### config.mk
export PLATFORM = sky130hd
export DESIGN_NAME = grs_out_flat
export DESIGN_NICKNAME = d
export VERILOG_FILES = /design/src/hdl/grs_pkg.sv /design/src/hdl/grs_channels.sv /design/src/hdl/grs_out.sv /design/src/flat_wrapper.sv
export SDC_FILE = /design/constraint.sdc
export NUM_CORES = 1
export LEC_CHECK = 0
export BUFFER_PORTS_ARGS = -buffer_cell sky130_fd_sc_hd__buf_2
export CORE_MARGIN = 2
export CORE_UTILIZATION = 52
export CTS_BUF_LIST = sky130_fd_sc_hd__clkbuf_2 sky130_fd_sc_hd__clkbuf_4 sky130_fd_sc_hd__clkbuf_8
export CTS_CLUSTER_SIZE = 12
export DETAILED_ROUTE_END_ITERATION = 8
export PLACE_DENSITY = 0.8
export RECOVER_POWER = 50
export SETUP_SLACK_MARGIN = 0.05
export SLEW_MARGIN = 10
export SYNTH_ARGS = -nofsm -noshare
export SYNTH_HDL_FRONTEND = slang
export SYNTH_SLANG_ARGS = --single-unit
export TNS_END_PERCENT = 100
### constraint.sdc
create_clock -name clk -period 7 [get_ports clk]
set_input_delay 0.35 -clock clk [delete_from_list [all_inputs] [get_ports clk]]
set_output_delay 0.35 -clock clk [all_outputs]
set_load 0.005 [all_outputs]
### src/hdl/grs_pkg.sv
// Shared types and constants for the 2:1 grid restriction block.
`default_nettype none

package grs_pkg;

  // Parameter defaults
  localparam int DEF_MAX_COARSE_WIDTH  = 512;
  localparam int DEF_MAX_COARSE_HEIGHT = 512;
  localparam int DEF_SAMPLE_BITS       = 24;

  // Configuration port
  localparam int CFG_BITS     = 10;
  localparam int CFG_IDX_BITS = 2;
  localparam logic [CFG_IDX_BITS-1:0] REG_COARSE_WIDTH  = 2'd0;
  localparam logic [CFG_IDX_BITS-1:0] REG_COARSE_HEIGHT = 2'd1;
  localparam logic [CFG_BITS-1:0]     CFG_SIZE_RESET    = 10'd512;

  // Line store: one bank per fine row, three rows kept
  localparam int NUM_BANKS = 3;
  localparam int BANK_BITS = 2;

  // Per-item control decided at accept time, carried down the pipe
  typedef struct packed {
    logic                 emit;        // this item completes a coarse cell
    logic                 frame_last;  // last coarse cell of the grid
    logic                 row_last;    // last fine row: bottom edge clamp
    logic                 row_edge;    // top edge clamp on first tap
    logic                 col_last;    // last fine column: right edge clamp
    logic                 col_edge;    // left edge clamp on first tap
    logic [BANK_BITS-1:0] bank;        // bank holding row r-3 (row r mod 3)
  } grs_ctrl_t;

endpackage

`default_nettype wire

### src/hdl/grs_channels.sv
// Handshake channel interfaces: fine sample input, coarse result output, config writes.
`default_nettype none


interface grs_out_if import grs_pkg::*; #(
  parameter int SAMPLE_BITS = DEF_SAMPLE_BITS
) ();
  logic                          valid;
  logic                          ready;
  logic signed [SAMPLE_BITS-1:0] coarse_value;
  logic                          frame_last;

  modport source (output valid, output coarse_value, output frame_last, input ready);
  modport sink   (input valid, input coarse_value, input frame_last, output ready);
endinterface


`default_nettype wire

### src/hdl/grs_out.sv
// Horizontal (1,3,3,1) sum, divide by 64 rounding half up, result register.
`default_nettype none

module grs_out import grs_pkg::*; #(
  parameter int SAMPLE_BITS = DEF_SAMPLE_BITS
) (
  input  wire logic                          clk,
  input  wire logic                          rst_n,
  input  wire logic                          c_emit,
  input  wire grs_ctrl_t                     c_ctrl,
  input  wire logic signed [SAMPLE_BITS+2:0] c_vsum [4],
  output logic                               o_take,
  grs_out_if.source                          out_ch
);

  localparam int HW = SAMPLE_BITS + 6;

  logic                          out_valid_r;
  logic signed [SAMPLE_BITS-1:0] value_r;
  logic                          last_r;

  logic signed [HW-1:0] t0;
  logic signed [HW-1:0] t1;
  logic signed [HW-1:0] t2;
  logic signed [HW-1:0] t3;
  logic signed [HW-1:0] mid;
  logic signed [HW-1:0] hsum;
  logic signed [HW-1:0] rounded;
  logic signed [SAMPLE_BITS-1:0] value_nxt;

  assign o_take = !out_valid_r || out_ch.ready;

  // Column taps with left/right edge clamping
  always_comb begin
    if (c_ctrl.col_last) begin
      t0 = c_ctrl.col_edge ? HW'(c_vsum[2]) : HW'(c_vsum[1]);
      t1 = HW'(c_vsum[2]);
      t2 = HW'(c_vsum[3]);
    end else begin
      t0 = c_ctrl.col_edge ? HW'(c_vsum[1]) : HW'(c_vsum[0]);
      t1 = HW'(c_vsum[1]);
      t2 = HW'(c_vsum[2]);
    end
    t3        = HW'(c_vsum[3]);
    mid       = t1 + t2;
    hsum      = t0 + mid + (mid <<< 1) + t3;
    rounded   = (hsum + HW'(32)) >>> 6;
    value_nxt = rounded[SAMPLE_BITS-1:0];
  end

  // Result register
  always_ff @(posedge clk) begin
    if (!rst_n) begin
      out_valid_r <= 1'b0;
    end else if (o_take) begin
      out_valid_r <= c_emit;
    end
  end

  always_ff @(posedge clk) begin
    if (o_take && c_emit) begin
      value_r <= value_nxt;
      last_r  <= c_ctrl.frame_last;
    end
  end

  assign out_ch.valid        = out_valid_r;
  assign out_ch.coarse_value = value_r;
  assign out_ch.frame_last   = last_r;

endmodule

`default_nettype wire

### src/flat_wrapper.sv
// flat-port wrapper written by rule: the top's interface ports become plain ports
module grs_out_flat import grs_pkg::*;
#(
  parameter int SAMPLE_BITS = DEF_SAMPLE_BITS
)
  (clk, rst_n, c_emit, c_ctrl, c_vsum, o_take, out_ch_valid, out_ch_coarse_value, out_ch_frame_last, out_ch_ready);
  grs_out_if #(.SAMPLE_BITS(SAMPLE_BITS)) out_ch_i ();
  input  wire logic clk;
  input  wire logic rst_n;
  input  wire logic c_emit;
  input  wire grs_ctrl_t c_ctrl;
  input  wire logic signed [SAMPLE_BITS+2:0] c_vsum[4];
  output logic o_take;
  output wire logic [$bits(out_ch_i.valid)-1:0] out_ch_valid;
  output wire logic [$bits(out_ch_i.coarse_value)-1:0] out_ch_coarse_value;
  output wire logic [$bits(out_ch_i.frame_last)-1:0] out_ch_frame_last;
  input wire logic [$bits(out_ch_i.ready)-1:0] out_ch_ready;
  assign out_ch_valid = out_ch_i.valid;
  assign out_ch_coarse_value = out_ch_i.coarse_value;
  assign out_ch_frame_last = out_ch_i.frame_last;
  assign out_ch_i.ready = out_ch_ready;
  grs_out #(.SAMPLE_BITS(SAMPLE_BITS)) u_core (.clk(clk), .rst_n(rst_n), .c_emit(c_emit), .c_ctrl(c_ctrl), .c_vsum(c_vsum), .o_take(o_take), .out_ch(out_ch_i));
endmodule
* Yosys cells after proc, flatten, opt, wreduce, memory -nomap -nowiden *
Cells that the tools add are included.

word-level totals
  flip-flop bits (word level) = 26
  input port bits = 120
  output and inout port bits = 27
  word-level logic and storage cells = 16

operators by class
  add/sub/neg operators = 5
  mux-type cells = 5
  reduce and logical (&&, ||, !) cells = 3

operators by type and width
  kind                     count
  $mux W30                 5
  $add A30 B30 Y30         3
  $add A30 B27 Y30         1
  $add A30 B7 Y30 const B  1
  $logic_and A1 B1 Y1      1
  $logic_not A1 Y1         1
  $logic_or A1 B1 Y1       1

* Depth between registers and ports, before layout *
Gate-level depths: netlist of run 1.

  depth in word-level cells = 6
  mapped depth = 28
  depth with buffers taken out = 25

* Worst setup path before layout of run 1 *
Ideal clock, no wire load.

  kind = input-to-reg
  start = in c_ctrl[3] (netlist bit)
  end = reg u_core.value_r[23] (netlist: u_core.out_ch.coarse_value[23]) (data pin)
  setup time = 0.268 ns
  data arrival time = 6.688 ns
  data required time = 6.732 ns
  path slack = 0.044 ns
  stages on the path = 27
  path through = buf_2 -> clkbuf_1 -> clkbuf_1 -> mux2_2 -> ha_1 -> inv_1 -> fa_1 -> nor2b_1 -> o21ai_1 -> a21boi_1 -> o211ai_1 -> a21boi_0 -> o21a_1 -> o21ai_0 -> a211o_1 -> fa_1 -> inv_1 -> fa_1 -> ha_1 -> ha_1 -> a211oi_1 -> o21ai_1 -> a32o_1 -> nor4b_4 -> nor3_1 -> a2111oi_2 -> xnor3_1

on the way
  cells in the longest elaborated chain, start to end = 6

ends and longest elaborated chain
  what                    line                text
  from (decl)             flat_wrapper.sv:11  input wire grs_ctrl_t c_ctrl;
  $mux W30                grs_out.sv:35       if (c_ctrl.col_last) begin
  $add A30 B30 Y30        grs_out.sv:45       mid = t1 + t2;
  $add A30 B30 Y30        grs_out.sv:46       hsum = t0 + mid + (mid <<< 1) + t3;
  $add A30 B30 Y30 (*)    grs_out.sv:46
  $add A30 B27 Y30 (*)    grs_out.sv:46
  $add A30 B7 Y30 (*)     grs_out.sv:47       rounded = (hsum + HW'(32)) >>> 6;
  net u_core.rounded[23]  grs_out.sv:28       logic signed [HW-1:0] rounded;
  to (signal assigned)    grs_out.sv:62       value_r <= value_nxt;
  to (decl)               grs_out.sv:19       logic signed [SAMPLE_BITS-1:0] value_r;

Mark *: on every way through the listed nets, which the timed path passes. The rest lies on a longest branch.
A chain may end at the register's enable or synchronous reset.

* Worst setup path in the final report of run 1 *
Same ends and word-level chain as after synthesis.

==> impl_metrics.toml, run 1 <==
[yosys]
syn_avg_cell_area_sq_um = 9.27
synth.largest_area_cell = "ha_1"
postSynthCellCount = 702
ys_async_sr_fraction_pct = 0
yosys_register_bits = 26
synth_seq_area_share_pct = 11.8
ys_warn_count = 0
netlist.area_leader.share_pct = 15.8
synth.distinct_cells = 63
synth-edff-count = 25
ys.flop_type = "edfxtp_1"
yosys-top-cells-area = "ha_1 16%, fa_1 16%, edfxtp_1 12%, mux2_2 9.5%, mux2i_1 4.8%"
syn-cell-area_sq_um = 6500
syn-num-nets = 955

[floorplan]
die_area_sq_um = 13400
die_h_microns = 116
initial_core_util_pct = 53.7
row_count = 40
die_width_microns = 116
boundaryPins = 147
core_area_sq_um = 12100

[clock_tree]
cts_hold_buf = 0
clk_pin_slew_worst_paths_ns = 0.10
cts.sinks = 26
cts_root_buffer = "clkbuf_8"
numCtsBuffers = 3
htree_levels = 1
cts_setup_buffers = 0
cts_resized = 0
clk_path_buf_depth = 2
cts_tree = "built"
clk_latency_ns = 0.28

[grt]
grt_overflow = 0
grtUsageTotal_pct = 21.5
grt_pass1_wl_mm = 23.5
grt_pass1_vias = 5224
antenna_found_initial = 0
grt_max_degree = 78

[sta]
period_minus_slack_ns = 6.54
hold_viol = 0
slew_headroom_pct = -1.53
tightest_slew_ns = 1.52
slew_viol_final = 26
fmaxAchievable_ghz = 0.153
final.setup_skew_ns = 0.00134
setup_viol = 0
fin_ws_ns = 0.461
post-route-period-util_pct = 93.4
rsz0062_at_grt = "false"
fin_tns_setup_ns = 0

[route]
vias = 5437
via_per_inst = 5.44
drc = 0
drt_pass1_iterations = 4
antenna_left = 0
drt_iter0_drc = 221
wl_mm = 14.0
routedWlPerCell_microns = 14.0

[pwr]
peakVddDrop_mv = 0.330
p_leak_uw = 0.00361
powerDensity_nw_per_um2 = 526

[worst_setup_path]
critPathLaunch = "c_ctrl[3]"
regToRegEndpoint = "u_core.out_ch.coarse_value[0]"
regToRegSetupSlack_ns = 4.96
critPathRequiredTime_ns = 7.04
r2r_cells = 3
worstPathCellList = "buf_4, buf_12, mux2_2, ha_1, o21ai_0, a21oi_1, o31a_2, o211ai_1, a21boi_0, o21a_1, o21ai_0, a211o_1, fa_1, inv_1, fa_1, ha_1, ha_1, a211oi_1, o21ai_1, a32o_1, nor4b_4, nor3_1, a2111oi_2, xnor3_1"
critPathKind = "in -> reg"
cpMostUsedCell = "ha_1"
cp_slowest_cell = "fa_1"
arrival_ns = 6.58
crit_end = "u_core.out_ch.coarse_value[23]"
cp-end-kind = "register"
rr_startpoint = "u_core.out_ch.valid"
max_stage_delay_ns = 0.52
start_kind = "input port"
cp_max_fo = 35

[placed_design]
preCtsSetupSlack_ns = 0.185
dp_hpwl_mm = 11.9
port_buffers = 141
place_congestion = 0.830

[outcome]
status = "complete, but fails checks"
violations = "capacitance limit, slew limit"

[finish]
antennaDiodeCount = 0
final_cell_mix = "124 x buf_2, 82 x ha_1, 77 x inv_1, 55 x mux2_2, 53 x a21oi_1"
layout-drive-gt1-share_pct = 25.2
area_delta_synth_final_pct = 14.6
fin_nets = 1086
final_common_cell = "buf_2"

[hold_path]
holdPathStages = 1
worst_hold_path_type = "in -> reg"

[flow_run]
maxCapViolations = 1
-- cells in the mapped netlist, types with 2 or more instances --
cell type  instances
a211o_1            2
a211oi_1          27
a211oi_2           2
a21boi_0           3
a21o_1            24
a21o_2             2
a21oi_1           53
a31oi_1            6
and2_1             4
and3_1             7
buf_1              3
buf_2              3
clkbuf_1          18
edfxtp_1          25
fa_1              51
ha_1              82
inv_1             77
maj3_1             3
mux2_2            55
mux2i_1           31
nand2_1           20
nand2b_1           4
nand3_1            7
nand4_1            3
nor2_1            27
nor2b_1           31
nor3_1             9
nor4_1             4
o211ai_1           2
o211ai_2           2
o21a_1             5
o21ai_0           21
o21ai_1            4
o31ai_1            4
or4_1              2
xnor2_1           33
xor2_1            20
-- cell families (layout without fill, tap and decap cells) --
kind of cell,count (synthesis),in the layout,synth area share [%]
AND/OR/NAND/NOR,122,122,10.0
multiplexers,86,86,14.3
adder cells (fa/ha/maj),136,136,31.9
AO/OA/AOI/OAI,174,174,17.9
XOR/XNOR,55,55,7.85
buffers and inverters,103,233,6.12
flip-flops,26,26,11.8
-- worst min path at each step --
stage	start	to	slack [ns]
floorplan	c_ctrl[6]	u_core.out_ch.frame_last	0.45
global placement	u_core.out_ch.valid	u_core.out_ch.valid	0.52
detailed placement	u_core.out_ch.valid	u_core.out_ch.valid	0.52
CTS	c_ctrl[6]	u_core.out_ch.frame_last	0.22
global route	c_ctrl[6]	u_core.out_ch.frame_last	0.22
finish	c_ctrl[6]	u_core.out_ch.frame_last	0.23
-- layout make-up --
| class | instances | area [sq um] |
|---|---|---|
| inverters | 78 | 293 |
| well taps | 168 | 210 |
| flip-flops and latches | 26 | 771 |
| fillers | 1054 | 4660 |
| multi-input cells | 573 | 5340 |
| clock buffers | 4 | 55.1 |
| repair buffers | 151 | 788 |
-- worst max-delay path, delay by kind of cell --
kind | cells | cell delay (ns)
simple gates | 2 | 0.44
fa+ha+maj | 5 | 2.07
xor+xnor | 1 | 0.37
compound gates | 12 | 2.51
buf+inv | 3 | 0.46
mux | 1 | 0.37
-- power breakdown --
group,total (uW),internal [uW],switching (uW)
Combinational,3340,1540,1800
Sequential,474,458,16.2
Clock,105,50.6,54.8
-- registers in the layout (all words and copies together) (netlist names) --
| name | cells |
|---|---|
| u_core.out_ch.frame_last | 1 |
| u_core.out_ch.valid | 1 |
| u_core.out_ch.coarse_value | 24 |
-- stage by stage --
stage | hold slack (ns) | total power, uW | cells | area, sq um | utilization, %
CTS | 0.220 | 3960 | 1000 | 7480 | 61.7
detailed placement | 0.520 | 3820 | 996 | 7420 | 61.3
finish | 0.232 | 3920 | 1000 | 7450 | 61.5
floorplan | 0.449 | 3090 | 702 | 6510 | -
global placement | 0.515 | 3730 | 996 | 7420 | 61.3
global route | 0.225 | 4400 | 1000 | 7450 | 61.5
-- routing by layer --
metal | up-vias | GRT usage, % | routed length, microns
met5 | - | 0 | 0
met4 | 0 | 6.03 | 263
met3 | 21 | 1.52 | 555
met2 | 123 | 37.6 | 6710
met1 | 2520 | 28.9 | 6510
li1 | 2773 | - | -
Note: power is estimated with default switching activity, not from simulation.
==> run 2, diff against run 1 <==
Settings changed: ABC_AREA from default to 1, CORE_UTILIZATION 52 to 53, PLACE_DENSITY 0.8 to 0.81.
==> run 2 against run 1 <==
Net effect: the flow still finishes with violations (capacitance limit, slew limit); non-clock buffer count down 6; routed wire length up 33%; count of clock-buffer cells in the layout unchanged; fmax up 11%; register-to-register slack worse by 0.24 ns; setup slack better by 0.64 ns; critical path type unchanged; highest routed layer unchanged.
==> impl_metrics.toml, run 2 <==
[route]
via_per_inst = 5.22
antenna_left = 0
drc = 0
routedWlPerCell_microns = 13.3
drt_iter0_drc = 605
wl_mm = 18.6
drt_pass1_iterations = 5
vias = 7306

[flow_run]
maxCapViolations = 1

[outcome]
status = "complete, but fails checks"
violations = "capacitance limit, slew limit"

[yosys]
syn-num-nets = 1351
yosysMostFrequentCell = "nand2_1"
syn_avg_cell_area_sq_um = 6.48
synth.largest_area_cell = "nand2_1"
ys.flop_type = "edfxtp_1"
ys_warn_count = 0
yosys_register_bits = 26
syn-cell-area_sq_um = 7110
postSynthCellCount = 1098
synth_seq_area_share_pct = 10.8
yosys-top-cells-area = "nand2_1 16%, ha_1 14%, fa_1 14%, inv_1 11%, edfxtp_1 11%"
synth.distinct_cells = 42
synth_commonest_cells = "298 x nand2_1, 202 x inv_1, 124 x o21ai_0, 82 x ha_1, 82 x nor2_1"
netlist.area_leader.share_pct = 15.7
synth-edff-count = 25
ys_async_sr_fraction_pct = 0

[clock_tree]
clk_path_buf_depth = 2
clk_latency_ns = 0.26
cts_resized = 0
numCtsBuffers = 3
cts_setup_buffers = 0
cts_tree = "built"
cts_root_buffer = "clkbuf_8"
clk_pin_slew_worst_paths_ns = 0.08
cts_hold_buf = 0
htree_levels = 1
cts.sinks = 26

[floorplan]
die_width_microns = 120
die_h_microns = 120
row_count = 42
die_area_sq_um = 14400
initial_core_util_pct = 53.9
boundaryPins = 147
core_area_sq_um = 13200

[finish]
fin_nets = 1477
final_cell_mix = "298 x nand2_1, 202 x inv_1, 136 x buf_2, 124 x o21ai_0"
layout-drive-gt1-share_pct = 13.8
fillers = 1300
largest_reg_flops = 24
antennaDiodeCount = 0
final_common_cell = "nand2_1"
area_delta_synth_final_pct = 12.7

[hold_path]
whs_endpoint = "u_core.out_ch.frame_last"
holdPathStages = 1
hp-start = "c_ctrl[6]"
worst_hold_path_type = "in -> reg"

[placed_design]
preCtsSetupSlack_ns = 0.896
port_buffers = 141
place_congestion = 0.986
dp_hpwl_mm = 16.4

[worst_setup_path]
start_kind = "input port"
critPathKind = "in -> reg"
critPathTopFamily = "adder cells"
arrival_ns = 5.92
r2r_cells = 1
regToRegSetupSlack_ns = 4.72
regToRegEndpoint = "u_core.out_ch.coarse_value[18]"
critPathRequiredTime_ns = 7.02
cp_slowest_cell = "fa_1"
timing.critical_path.buf_inv = 6
max_stage_delay_ns = 0.52
cp_max_fo = 48
rr_startpoint = "u_core.out_ch.valid"
cp-end-kind = "register"

[sta]
setup_viol = 0
fin_tns_setup_ns = 0
hold_viol = 0
final.setup_skew_ns = 0.00307
slew_headroom_pct = -35.2
post-route-period-util_pct = 84.3
fin_ws_ns = 1.10
tightest_slew_ns = 2.03
rsz0062_at_grt = "false"
slew_viol_final = 26
period_minus_slack_ns = 5.90
fmaxAchievable_ghz = 0.169

[grt]
grt_max_degree = 49
grtUsageTotal_pct = 25.9
grt_pass1_wl_mm = 30.5
grt_overflow = 0
antenna_found_initial = 0
grt_pass1_vias = 6729
==> run 2: layer usage <==
layer / wire length (microns) / global-route usage, %
met1: 8620 / 35.7
met2: 8630 / 45.1
met3: 1120 / 2.00
met4: 232 / 4.63
met5: 0 / 0
==> run 2: layout make-up <==
cell class | instances | area, sq um | area share, %
clock buffers | 4 | 55.1 | 0.687
inverters | 204 | 766 | 9.56
multi-input cells | 844 | 5470 | 68.3
flip-flops and latches | 26 | 771 | 9.62
well taps | 176 | 220 | 2.75
repair buffers | 145 | 729 | 9.10
==> run 2: cells by family after synthesis <==
family	after synthesis	share of synthesized area [%]
flops	26	10.8
simple gates	446	25.5
xor+xnor	46	5.96
buf+inv	228	12.2
fa+ha+maj	133	28.8
compound gates	219	16.7
==> run 2: how the worst max path moves through the flow <==
stage                         start                             end  cells after the start
after CTS                 c_ctrl[3]  u_core.out_ch.coarse_value[22]                     27
after floorplan           c_ctrl[3]  u_core.out_ch.coarse_value[21]                     28
after global routing      c_ctrl[3]  u_core.out_ch.coarse_value[22]                     27
final                     c_ctrl[3]  u_core.out_ch.coarse_value[22]                     27
after detailed placement  c_ctrl[3]  u_core.out_ch.coarse_value[22]                     27
after global placement    c_ctrl[3]  u_core.out_ch.coarse_value[22]                     27
==> run 2: through the flow <==
stage	utilization [%]	hold WS, ns	cell area [sq um]	cells
3_3_place_gp	60.4	0.509	7970	1395
3_5_place_dp	60.4	0.524	7970	1395
6_report	60.8	0.271	8010	1399
5_1_grt	60.8	0.258	8010	1399
2_1_floorplan	-	0.449	7110	1098
4_1_cts	60.8	0.271	8020	1399
Power of run 2 is not shown: default switching activity piles up to over one toggle a cycle in this logic, so the estimate is an artifact.
