--- src/hdl/grs_pkg.sv ---
// Shared types and constants for the 2:1 grid restriction block.
`default_nettype none

package grs_pkg;

  // Parameter defaults
  localparam int DEF_MAX_COARSE_WIDTH  = 512;
  localparam int DEF_MAX_COARSE_HEIGHT = 512;
  localparam int DEF_SAMPLE_BITS       = 24;

  // Configuration port
  localparam int CFG_BITS     = 10;
  localparam int CFG_IDX_BITS = 2;
  localparam logic [CFG_IDX_BITS-1:0] REG_COARSE_WIDTH  = 2'd0;
  localparam logic [CFG_IDX_BITS-1:0] REG_COARSE_HEIGHT = 2'd1;
  localparam logic [CFG_BITS-1:0]     CFG_SIZE_RESET    = 10'd512;

  // Line store: one bank per fine row, three rows kept
  localparam int NUM_BANKS = 3;
  localparam int BANK_BITS = 2;

  // Per-item control decided at accept time, carried down the pipe
  typedef struct packed {
    logic                 emit;        // this item completes a coarse cell
    logic                 frame_last;  // last coarse cell of the grid
    logic                 row_last;    // last fine row: bottom edge clamp
    logic                 row_edge;    // top edge clamp on first tap
    logic                 col_last;    // last fine column: right edge clamp
    logic                 col_edge;    // left edge clamp on first tap
    logic [BANK_BITS-1:0] bank;        // bank holding row r-3 (row r mod 3)
  } grs_ctrl_t;

endpackage

`default_nettype wire

--- src/hdl/grs_window.sv ---
// 4x4 sample window with vertical (1,3,3,1) column sums; pipeline stages B and C.
`default_nettype none

module grs_window import grs_pkg::*; #(
  parameter int SAMPLE_BITS = DEF_SAMPLE_BITS
) (
  input  wire logic                            clk,
  input  wire logic                            rst_n,
  // accept stage
  input  wire logic                            acc,
  input  wire logic signed [SAMPLE_BITS-1:0]   sample,
  input  wire grs_ctrl_t                       ctrl_in,
  output logic                                 in_ready,
  // registered line store reads, one per bank
  input  wire logic        [SAMPLE_BITS-1:0]   rd [NUM_BANKS],
  // toward the output stage
  input  wire logic                            o_take,
  output logic                                 c_emit,
  output grs_ctrl_t                            c_ctrl,
  output logic signed      [SAMPLE_BITS+2:0]   c_vsum [4]
);

  localparam int VW = SAMPLE_BITS + 3;

  // Stage B: sample and control of the item whose store reads are in flight
  logic                          vb_r;
  logic signed [SAMPLE_BITS-1:0] s_b_r;
  grs_ctrl_t                     ctrl_b_r;

  // Stage C: window and column sums
  logic                          vc_r;
  grs_ctrl_t                     ctrl_c_r;
  logic signed [SAMPLE_BITS-1:0] win_r [4][4];  // [column, 3 newest][row, 3 current]
  logic signed [VW-1:0]          vsum_r [4];

  logic                          free_c;
  logic                          move_b;
  logic                          free_b;
  logic signed [SAMPLE_BITS-1:0] new_col [4];
  logic signed [SAMPLE_BITS-1:0] win_nxt [4][4];
  logic signed [VW-1:0]          vsum_nxt [4];

  // Weighted (1,3,3,1) sum down one column with edge clamping
  function automatic logic signed [VW-1:0] col_sum(
    input logic signed [SAMPLE_BITS-1:0] c0,
    input logic signed [SAMPLE_BITS-1:0] c1,
    input logic signed [SAMPLE_BITS-1:0] c2,
    input logic signed [SAMPLE_BITS-1:0] c3,
    input logic                          last,
    input logic                          edg
  );
    logic signed [VW-1:0] t0;
    logic signed [VW-1:0] t1;
    logic signed [VW-1:0] t2;
    logic signed [VW-1:0] t3;
    logic signed [VW-1:0] mid;
    if (last) begin
      t0 = edg ? VW'(c2) : VW'(c1);
      t1 = VW'(c2);
      t2 = VW'(c3);
    end else begin
      t0 = edg ? VW'(c1) : VW'(c0);
      t1 = VW'(c1);
      t2 = VW'(c2);
    end
    t3  = VW'(c3);
    mid = t1 + t2;
    return t0 + mid + (mid <<< 1) + t3;
  endfunction

  // Handshake: stages collapse bubbles, C drains when it has no result
  assign free_c   = !vc_r || !ctrl_c_r.emit || o_take;
  assign move_b   = vb_r && free_c;
  assign free_b   = !vb_r || move_b;
  assign in_ready = free_b;

  // New column: rows r-3, r-2, r-1 from the rotating banks, then row r
  always_comb begin
    unique case (ctrl_b_r.bank)
      2'd1: begin
        new_col[0] = rd[1];
        new_col[1] = rd[2];
        new_col[2] = rd[0];
      end
      2'd2: begin
        new_col[0] = rd[2];
        new_col[1] = rd[0];
        new_col[2] = rd[1];
      end
      default: begin
        new_col[0] = rd[0];
        new_col[1] = rd[1];
        new_col[2] = rd[2];
      end
    endcase
    new_col[3] = s_b_r;
  end

  // Shift the window by one column and sum each column
  always_comb begin
    for (int x = 0; x < 3; x++) begin
      win_nxt[x] = win_r[x + 1];
    end
    win_nxt[3] = new_col;
    for (int x = 0; x < 4; x++) begin
      vsum_nxt[x] = col_sum(win_nxt[x][0], win_nxt[x][1], win_nxt[x][2], win_nxt[x][3],
                            ctrl_b_r.row_last, ctrl_b_r.row_edge);
    end
  end

  // Stage valids
  always_ff @(posedge clk) begin
    if (!rst_n) begin
      vb_r <= 1'b0;
      vc_r <= 1'b0;
    end else begin
      if (free_b) begin
        vb_r <= acc;
      end
      if (free_c) begin
        vc_r <= move_b;
      end
    end
  end

  // Stage payloads
  always_ff @(posedge clk) begin
    if (acc) begin
      s_b_r    <= sample;
      ctrl_b_r <= ctrl_in;
    end
    if (move_b) begin
      win_r    <= win_nxt;
      vsum_r   <= vsum_nxt;
      ctrl_c_r <= ctrl_b_r;
    end
  end

  assign c_emit = vc_r && ctrl_c_r.emit;
  assign c_ctrl = ctrl_c_r;
  assign c_vsum = vsum_r;

endmodule

`default_nettype wire

--- config.mk ---
export PLATFORM = sky130hd
export DESIGN_NAME = grs_window
export DESIGN_NICKNAME = d
export VERILOG_FILES = /design/src/hdl/grs_pkg.sv /design/src/hdl/grs_window.sv
export SDC_FILE = /design/constraint.sdc
export NUM_CORES = 1
export LEC_CHECK = 0
export BUFFER_PORTS_ARGS = -buffer_cell sky130_fd_sc_hd__buf_2
export CORE_MARGIN = 4
export CORE_UTILIZATION = 30
export DETAILED_ROUTE_END_ITERATION = 6
export SETUP_SLACK_MARGIN = 0.15
export SYNTH_ARGS = -nofsm -noshare
export SYNTH_HDL_FRONTEND = slang
export SYNTH_SLANG_ARGS = --single-unit
--- constraint.sdc ---
create_clock -name clk -period 65.6 [get_ports clk]
set_input_delay 9.84 -clock clk [delete_from_list [all_inputs] [get_ports clk]]
set_output_delay 9.84 -clock clk [all_outputs]
set_load 0.05 [all_outputs]
======== Word-level counts from Yosys, hierarchy flattened ========
Cells that the tools add are included.
cells by class
  $add $sub $neg .......................... 16
  equality and inequality tests ........... 2
  mux-type cells .......................... 21
  reduce and logical (&&, ||, !) cells .... 8
operator list
  cell                count
  $mux 27             20
  $add 27x27->27      12
  $pmux 72 s2         1
  $add 27x24->27      4
  $logic_not 1->1     3
  $logic_or 1x1->1    3
  $eq 2x1->1 const B  1
  $eq 2x2->1 const B  1
  $logic_and 1x1->1   2
storage, ports and cells
  flip-flop bits (word level) ............. 438
  bits of input ports ..................... 108
  output and inout port bits .............. 118
  word-level logic and storage cells ...... 80

======== Depth between registers and ports, before layout ========
Gate-level depths: netlist of run 1.
  word-level depth ........................ 7
  mapped depth ............................ 35
  depth with buffers taken out ............ 32

======== Least setup slack after synthesis of run 1 ========
Ideal clock, no wire load.
  path kind ............................... in2reg
  start ................................... input o_take
  end ..................................... register ctrl_c_r (netlist bit c_ctrl[0]) (enable)
  arrival ................................. 27.708 ns
  required time ........................... 64.372 ns
  path slack .............................. 36.664 ns
  cell stages on the path ................. 2
  path buffers ............................ 0
  cells stage by stage .................... nor2b_1 -> nor2b_1
between the ends
  cells in the longest elaborated chain, start to end .. 2
ends and longest elaborated chain
  item                  line               text
  from (decl)           grs_window.sv:17   input wire logic o_take,
  $logic_or 1x1->1      grs_window.sv:72   assign free_c = !vc_r || !ctrl_c_r.emit || o_take;
  $logic_and 1x1->1     grs_window.sv:73   assign move_b = vb_r && free_c;
  via move_b            grs_window.sv:37   logic move_b;
  to (signal assigned)  grs_window.sv:135  ctrl_c_r <= ctrl_b_r;
  to (decl)             grs_window.sv:32   grs_ctrl_t ctrl_c_r;
The timed path passes the listed nets, and every way through them passes these cells.
A chain may end at the register's enable or synchronous reset.

======== Worst setup path in the final report of run 1 ========
  start ................................... input o_take
  end ..................................... output in_ready
between the ends
  cells in the longest elaborated chain, start to end .. 3
ends and longest elaborated chain
  item               line              text
  $logic_or 1x1->1   grs_window.sv:72
  $logic_and 1x1->1  grs_window.sv:73
  $logic_or 1x1->1   grs_window.sv:74  assign free_b = !vb_r || move_b;
  to (decl)          grs_window.sv:13  output logic in_ready,
Every way passes these cells.

==> flow_summary_export.csv, run 1 <==
group,metric,value,unit
run_status,status,"complete, no violations",
logic_synthesis,synth_commonest_cells,"edfxtp_1, inv_1, fa_1",
logic_synthesis,synth_top_cell_area_share,0.397,
logic_synthesis,yosysTopAreaCell,"edfxtp_1",
logic_synthesis,ys_types,75,
clock_network,cts_tree,"done",
worst_setup_path,path_class,"primary input to primary output",
worst_setup_path,worstPathCellList,"buf_2 > nor2b_1 > nand2_1 > buf_2",
final_layout,final_nets,3679,
worst_setup_path,crit_path_start_kind,"primary input",
routing,wire_per_inst,17.1,µm
grt,overflow,0,
worst_setup_path,required,55.76,ns
clock_network,cts_sinks,438,
logic_synthesis,yosysWarnings,0,
logic_synthesis,synth_most_common_cell,"edfxtp_1",
place,dpl.hpwl,62.3,mm
worst_setup_path,cp_top_family,"simple AND/OR/NAND/NOR gates",
place,gp_congestion,0.871,
logic_synthesis,ys_seq_area_frac,0.398,
grt,antenna_found_initial,12,
floorplan,ios,226,
floorplan,dieArea,0.115,mm²
grt,grt_pass1_wl,126,mm
clock_network,cts.root.buffer_cell,"clkbuf_16",
worst_setup_path,crit_path_max_incr_delay,0.30,ns
worst_setup_path,path_buf_inv,2,
worst_setup_path,path_max_fanout,4,
logic_synthesis,async_reset_ff_frac,0,
final_layout,areaGrowthSynthToFinish,13.5,%
routing,first_pass_iters,5,
routing,ant_nets,0,
routing,drt-initial-drc-count,1283,
grt,track_usage,0.137,
sta,rsz0062_at_grt,"no",
floorplan,initial_core_util,0.302,
worst_setup_path,path_common_cell,"buf_2",
logic_synthesis,ys.flop_type,"edfxtp_1",
sta,drv_slew,0,
sta,period_needed,20.38,ns
final_layout,drive_above_1_share,0.174,
logic_synthesis,syn_inst,2959,
grt,grt_max_degree,181,
worst_hold_path,holdPathStages,0,
logic_synthesis,ys_seq_elements,438,
sta,setup_viol,0,
clock_network,postCtsSetupBuffers,0,
sta,worst_pin_slew,1.07,ns
grt,first_global_vias,22333,
floorplan,die_h,340,µm
clock_network,htreeDepth,2,
logic_synthesis,synth_nets,3477,
sta,min_period_over_period,0.311,
routing,drc,0,
sta,hold_viol_final,0,
routing,num_vias,21878,
clock_network,clk_pin_slew,0.06,ns
routing,wirelength,79.0,mm
worst_setup_path,crit_arrival,10.54,ns
clock_network,cts_buffers,48,
logic_synthesis,synth_area_leaders,"edfxtp_1, fa_1, ha_1, mux2_2, inv_1",
clock_network,cts_max_path_buffers,3,
routing,viasPerCell,4.74,
worst_hold_path,hold_path.class,"flip-flop to flip-flop",
place,port_buffers,225,
sta,setup_tns,0,ns
floorplan,die_w,340,µm
floorplan,fp-row-count,121,
floorplan,design.core.area,0.109,mm²
sta,finClkSkew,0.0215,ns
sta,slew_headroom,0.289,
worst_setup_path,slowest_stage,"nor2b_1",
worst_setup_path,cp.depth,4,
worst_setup_path,worst_r2r_path_depth,23,
clock_network,clk-insertion-delay-late,0.61,ns
worst_setup_path,worst_setup_path_end_kind,"primary output",
clock_network,postCtsHoldBufs,0,
run,cap_viol_max_count,0,
clock_network,cts_resized,0,
logic_synthesis,syn_area,0.0330,mm²
sta,fmax,0.0491,GHz
logic_synthesis,synth_edf_count,436,
logic_synthesis,syn_avg_cell_area,11.1,µm²
flip-flops by register name (all words and copies together), names as in the netlist:
| signal | flops |
|---|---|
| vb_r | 1 |
| vc_r | 1 |
| c_ctrl | 8 |
| s_b_r | 24 |
| c_vsum | 108 |
| ctrl_b_r | 8 |
| win_nxt | 288 |
cells by family (layout without fill, tap and decap cells):
group	Yosys count	count (layout)	share of synthesized area
AO/OA/AOI/OAI	674	674	0.132
XOR/XNOR	190	190	0.0505
adder cells (fa/ha/maj)	410	410	0.204
buffers and inverters	483	724	0.0550
flip-flops	438	438	0.398
multiplexers	280	280	0.0928
other	0	3	0
AND/OR/NAND/NOR	484	484	0.0676
per-stage QoR:
stage / util / cell area [µm²] / setup WS (ns) / std cells / hold WS (ns)
floorplan: - / 33000 / 36.66 / 2959 / 0.400
finish: 0.343 / 37400 / 45.22 / 4617 / 0.417
global placement: 0.327 / 35700 / 45.22 / 4525 / 0.401
global route: 0.343 / 37400 / 45.16 / 4616 / 0.429
detailed placement: 0.327 / 35700 / 45.22 / 4525 / 0.405
CTS: 0.343 / 37400 / 45.22 / 4614 / 0.419
cell type report:
cell class                 instances  area [µm²]
antenna                            3        7.51
clock buffer                      53        1220
clock inverter                    36         483
fill                           10875       71600
inverter                         395        1480
multi-input combinational       2038       18000
sequential                       438       13100
tap                             1414        1770
timing repair buffer             240        1260
final timing paths:
path	startpoint	end	slack, ns
worst max register to register	ctrl_b_r[5]	c_vsum[80]	57.18
worst min-delay path	ctrl_b_r[2]	c_ctrl[2]	0.42
worst max-delay path	o_take	in_ready	45.22
worst min register to register	ctrl_b_r[2]	c_ctrl[2]	0.42
routing by layer:
metal	global-route usage	wire, µm	up-vias
li1	-	-	10846
met1	0.195	38900	10505
met2	0.217	35000	417
met3	0.0231	3370	108
met4	0.0332	1730	2
met5	0	13	-
placed cells by master (no fill, tap or decap), drive strengths merged, types with 124 or more instances in the layout:
cell type	Yosys	routed
mux2	205	205
ha	198	198
fa	212	212
a21oi	199	199
inv	395	400
edfxtp	436	436
nor2	150	150
xnor2	124	124
buf	13	240
o21ai	165	165
nand2	159	159
Power of run 1 is not shown: default switching activity piles up to over one toggle a cycle in this logic, so the estimate is an artifact.
==> run 2, diff against run 1 <==
- ABC_AREA: not set -> 1
- clock period: 65.6 -> 18.37 ns (I/O delays scaled with it)
==> flow_summary_export.csv, run 2 <==
group,metric,value,unit
final_layout,largest_reg_flops,288,
grt,overflow,0,
sta,rsz0062_at_grt,"no",
run,cap_viol_max_count,0,
floorplan,dieArea,0.125,mm²
sta,min_period_over_period,0.417,
floorplan,die_w,353,µm
sta,worst_pin_slew,1.08,ns
floorplan,ios,226,
worst_setup_path,required,18.74,ns
logic_synthesis,synth_area_leaders,"edfxtp_1, fa_1, nand2_1, inv_1, ha_1",
clock_network,htreeDepth,2,
clock_network,clk_pin_slew,0.06,ns
routing,first_pass_iters,5,
floorplan,die_h,353,µm
floorplan,design.core.area,0.118,mm²
final_layout,fill_cells,12414,
worst_setup_path,worst_setup_path_end_kind,"flip-flop",
clock_network,cts_tree,"done",
logic_synthesis,yosysWarnings,0,
final_layout,areaGrowthSynthToFinish,12.0,%
routing,num_vias,28933,
final_layout,layout_common_cells,"nand2_1, inv_1, edfxtp_1",
worst_setup_path,crit_arrival,8.03,ns
worst_setup_path,path_class,"primary input to flip-flop",
clock_network,cts_resized,0,
worst_hold_path,hold_end,"c_ctrl[2]",
worst_hold_path,hold_path.class,"flip-flop to flip-flop",
final_layout,drive_above_1_share,0.0917,
clock_network,cts.root.buffer_cell,"clkbuf_16",
place,dpl.hpwl,91.6,mm
routing,drc,0,
sta,setup_tns,0,ns
sta,setup_viol,0,
worst_setup_path,crit_path_start_kind,"primary input",
routing,wirelength,113,mm
clock_network,postCtsSetupBuffers,0,
logic_synthesis,ys_seq_elements,438,
logic_synthesis,syn_area,0.0358,mm²
routing,drt-initial-drc-count,1973,
worst_setup_path,timing.rr.start,"ctrl_b_r[5]",
logic_synthesis,synth_edf_count,436,
floorplan,fp-row-count,126,
final_layout,layout_commonest_cell,"nand2_1",
grt,track_usage,0.179,
worst_setup_path,r2r_setup_slack,10.80,ns
final_layout,multi_input_area,0.0191,mm²
sta,hold_viol_final,0,
run_status,status,"complete, no violations",
final_layout,final_nets,4944,
worst_setup_path,path_buf_inv,7,
logic_synthesis,syn_inst,4254,
place,port_buffers,225,
routing,viasPerCell,4.82,
worst_setup_path,worst_r2r_path_depth,27,
worst_setup_path,slowest_stage,"fa_1",
sta,drv_slew,0,
worst_hold_path,holdPathStages,0,
clock_network,clk-insertion-delay-late,0.65,ns
logic_synthesis,async_reset_ff_frac,0,
logic_synthesis,synth_nets,4772,
routing,wire_per_inst,18.8,µm
clock_network,cts_buffers,53,
grt,antenna_found_initial,3,
logic_synthesis,synth_commonest_cells,"nand2_1, inv_1, edfxtp_1",
final_layout,seq_area,0.0131,mm²
floorplan,initial_core_util,0.302,
grt,grt_pass1_wl,174,mm
worst_hold_path,worstHoldStart,"ctrl_b_r[2]",
clock_network,postCtsHoldBufs,0,
sta,fmax,0.130,GHz
sta,finClkSkew,0.0231,ns
logic_synthesis,synth_most_common_cell,"nand2_1",
logic_synthesis,syn_avg_cell_area,8.41,µm²
sta,slew_headroom,0.281,
sta,period_needed,7.66,ns
clock_network,cts_max_path_buffers,3,
worst_setup_path,cp_top_family,"adder cells",
logic_synthesis,ys_types,54,
worst_setup_path,crit_path_max_incr_delay,0.51,ns
routing,ant_nets,0,
worst_setup_path,reg2reg_to,"c_vsum[20]",
grt,grt_max_degree,157,
logic_synthesis,synth_top_cell_area_share,0.366,
worst_setup_path,path_max_fanout,4,
clock_network,cts_sinks,438,
logic_synthesis,yosysTopAreaCell,"edfxtp_1",
place,gp_congestion,0.907,
grt,first_global_vias,29095,
logic_synthesis,ys_seq_area_frac,0.367,
logic_synthesis,ys.flop_type,"edfxtp_1",
run 2: cell types whose count changed in the layout (fill, tap and decap cells not counted), moves of 60 or more:
cell and delta:
nand3_1 +144, nand2_1 +755, a21o_1 -60, nor2_1 +137, inv_1 +373, a22oi_1 -72
o21ai_1 +63, mux2i_1 -75, mux2_2 -205, o21ai_0 +272
run 2: worst max-delay path by stage:
stage	startpoint	end	slack, ns	cells after the start
6_report	rd[48]	c_vsum[20]	10.71	30
5_1_grt	ctrl_b_r[5]	c_vsum[22]	10.24	30
2_1_floorplan	o_take	c_ctrl[0]	4.53	2
4_1_cts	rd[48]	c_vsum[20]	10.73	30
3_5_place_dp	rd[48]	c_vsum[20]	10.04	30
3_3_place_gp	rd[48]	c_vsum[20]	10.03	29
run 2: final cells by class:
cell class | instances | area share
multi-input cells | 2918 | 0.477
flip-flops and latches | 438 | 0.328
inverters | 776 | 0.0728
well taps | 1536 | 0.0480
clock buffers | 60 | 0.0343
repair buffers | 239 | 0.0310
clock inverters | 38 | 0.00887
diodes | 3 | 0.000187
run 2: cells by family after synthesis:
kind of cell,share of synthesized area
AO/OA/AOI/OAI,0.136
XOR/XNOR,0.0433
adder cells (fa/ha/maj),0.188
buffers and inverters,0.0987
flip-flops,0.367
AND/OR/NAND/NOR,0.167
run 2: worst register-to-register path, delay by kind of cell, from the launching register on:
kind | cells | cell delay (ns)
adders and majority gates | 5 | 2.12
and+or+nand+nor | 8 | 0.92
DFF | 1 | 0.67
buffers and inverters | 7 | 2.20
AOI/OAI and AO/OA | 5 | 0.98
xor gates and xnor gates | 2 | 0.39
run 2: metrics by stage:
step	cells	hold slack, ns	setup slack, ns	instance area, µm²	utilization
after floorplan	4254	0.400	4.53	35800	-
after global placement	5907	0.401	10.03	38300	0.324
after detailed placement	5907	0.407	10.04	38300	0.324
after CTS	6005	0.420	10.73	40100	0.339
after global routing	6007	0.425	10.24	40100	0.339
final	6008	0.418	10.71	40100	0.339
run 2: layer usage:
| metal | vias up | global-route usage | routed length, µm |
|---|---|---|---|
| li1 | 14214 | - | - |
| met1 | 13654 | 0.234 | 49400 |
| met2 | 882 | 0.306 | 53100 |
| met3 | 181 | 0.0212 | 5750 |
| met4 | 2 | 0.0683 | 4670 |
| met5 | - | 0 | 7 |
Power of run 2 is left out for the same reason.
==> run 3, diff against run 2 <==
- ABC_AREA: 1 -> 0
- clock period: 18.37 -> 6.85 ns (I/O delays scaled with it)
==> flow_summary_export.csv, run 3 (synthesis results as in run 1) <==
group,metric,value,unit
place,numPlacedInstances,4666,
floorplan,design.core.area,0.109,mm²
final_layout,drive_above_1_share,0.235,
final_layout,layout_commonest_cell,"edfxtp_1",
routing,wire_per_inst,17.5,µm
clock_network,clk-insertion-delay-late,0.63,ns
grt,track_usage,0.141,
routing,ant_nets,0,
worst_setup_path,crit_arrival,7.03,ns
clock_network,cts_max_path_buffers,3,
sta,fmax,0.150,GHz
worst_setup_path,worst_setup_path_end_kind,"flip-flop",
worst_setup_path,cp_top_family,"compound AO/OA/AOI/OAI gates",
final_layout,largest_reg_flops,288,
final_layout,fill_cells,10764,
clock_network,cts_tree,"done",
clock_network,clk_pin_slew,0.06,ns
place,gp_congestion,0.866,
sta,min_period_over_period,0.972,
clock_network,cts_buffers,50,
sta,drv_slew,0,
grt,grt_pass1_wl,129,mm
final_layout,areaGrowthSynthToFinish,19.3,%
routing,num_vias,22664,
place,port_buffers,225,
routing,drc,12,
sta,fin_hold_ws,0.421,ns
sta,period_needed,6.66,ns
routing,viasPerCell,4.74,
floorplan,dieArea,0.115,mm²
floorplan,initial_core_util,0.302,
worst_setup_path,required,7.22,ns
grt,grt_max_degree,186,
worst_setup_path,path_buf_inv,7,
final_layout,finalNonFillerCells,4783,
run,cap_viol_max_count,0,
routing,first_pass_iters,7,
worst_setup_path,path_common_cell,"a21o_1",
grt,overflow,0,
run_status,status,"finished with violations",
sta,slew_headroom,0.292,
grt,antenna_found_initial,3,
sta,rsz0062_at_grt,"yes",
worst_setup_path,path_class,"flip-flop to flip-flop",
clock_network,cts.root.buffer_cell,"clkbuf_16",
routing,drt-initial-drc-count,1237,
worst_setup_path,crit_path_max_incr_delay,0.49,ns
final_layout,layout_common_cells,"edfxtp_1, inv_1, buf_2",
floorplan,fp-row-count,121,
worst_setup_path,crit_path_start_kind,"flip-flop",
worst_setup_path,slowest_stage,"fa_1",
place,dpl.hpwl,65.1,mm
sta,finClkSkew,0.0256,ns
floorplan,ios,226,
run_status,failed_checks,"DRC",
sta,setup_viol,0,
final_layout,final_nets,3845,
sta,worst_pin_slew,1.06,ns
routing,wirelength,83.6,mm
clock_network,cts_sinks,438,
worst_setup_path,path_max_fanout,7,
floorplan,die_w,340,µm
clock_network,htreeDepth,2,
sta,hold_viol_final,0,
worst_hold_path,hold_path.class,"flip-flop to flip-flop",
floorplan,die_h,340,µm
grt,first_global_vias,22699,
==> run 3: worst reg2reg max path, delay by kind of cell (launching register included) <==
| family | cells | cell delay [ns] |
|---|---|---|
| multiplexers | 1 | 0.30 |
| buffers and inverters | 7 | 0.66 |
| AO/OA/AOI/OAI | 13 | 2.42 |
| XOR/XNOR | 2 | 0.24 |
| adder cells (fa/ha/maj) | 6 | 1.80 |
| AND/OR/NAND/NOR | 3 | 0.58 |
| flip-flops | 1 | 0.42 |
==> run 3: layout make-up <==
type,count,area (µm²),share of cell area
Antenna cell,3,7.51,0.000191
Sequential cell,438,13100,0.334
Clock inverter,35,422,0.0107
Inverter,395,1480,0.0377
Multi-Input combinational cell,2038,18500,0.470
Timing Repair Buffer,404,2780,0.0706
Clock buffer,56,1270,0.0324
Tap cell,1414,1770,0.0450
==> run 3: path summary, 6_finish.rpt <==
kind                from         end  slack [ns]  cells after the start
min reg2reg  ctrl_b_r[2]   c_ctrl[2]        0.42                      0
max reg2reg  ctrl_b_r[0]  c_vsum[26]        0.19                     32
max          ctrl_b_r[0]  c_vsum[26]        0.19                     32
min          ctrl_b_r[2]   c_ctrl[2]        0.42                      0
==> run 3: routing by layer <==
layer / routed length (µm) / part of all wire / global-route usage
met1: 40300 / 0.48 / 0.198
met2: 37100 / 0.44 / 0.223
met3: 3570 / 0.043 / 0.0227
met4: 2630 / 0.031 / 0.0431
met5: 12 / 0.00014 / 0
==> run 3: timing repair <==
| action | in CTS | in global routing |
|---|---|---|
| cloned | 0 | 3 |
| setup buffers | 10 | 10 |
| pin swaps | 6 | 47 |
| hold buffers | 0 | 0 |
| resized for setup | 30 | 109 |
| endpoints found under the setup margin | 10 | 21 |
==> run 3: through the flow <==
stage                     cell area, µm²  setup TNS (ns)  worst slack (ns)  utilization
final                              39300               0             0.191        0.361
after global routing               39300         -0.0404           -0.0404        0.361
after CTS                          38700               0             0.122        0.355
after detailed placement           36900           -2.27            -0.447        0.338
after global placement             36900           -1.45            -0.362        0.338
after floorplan                    33000         -243.20            -0.602            -
Power of run 3 is left out for the same reason.
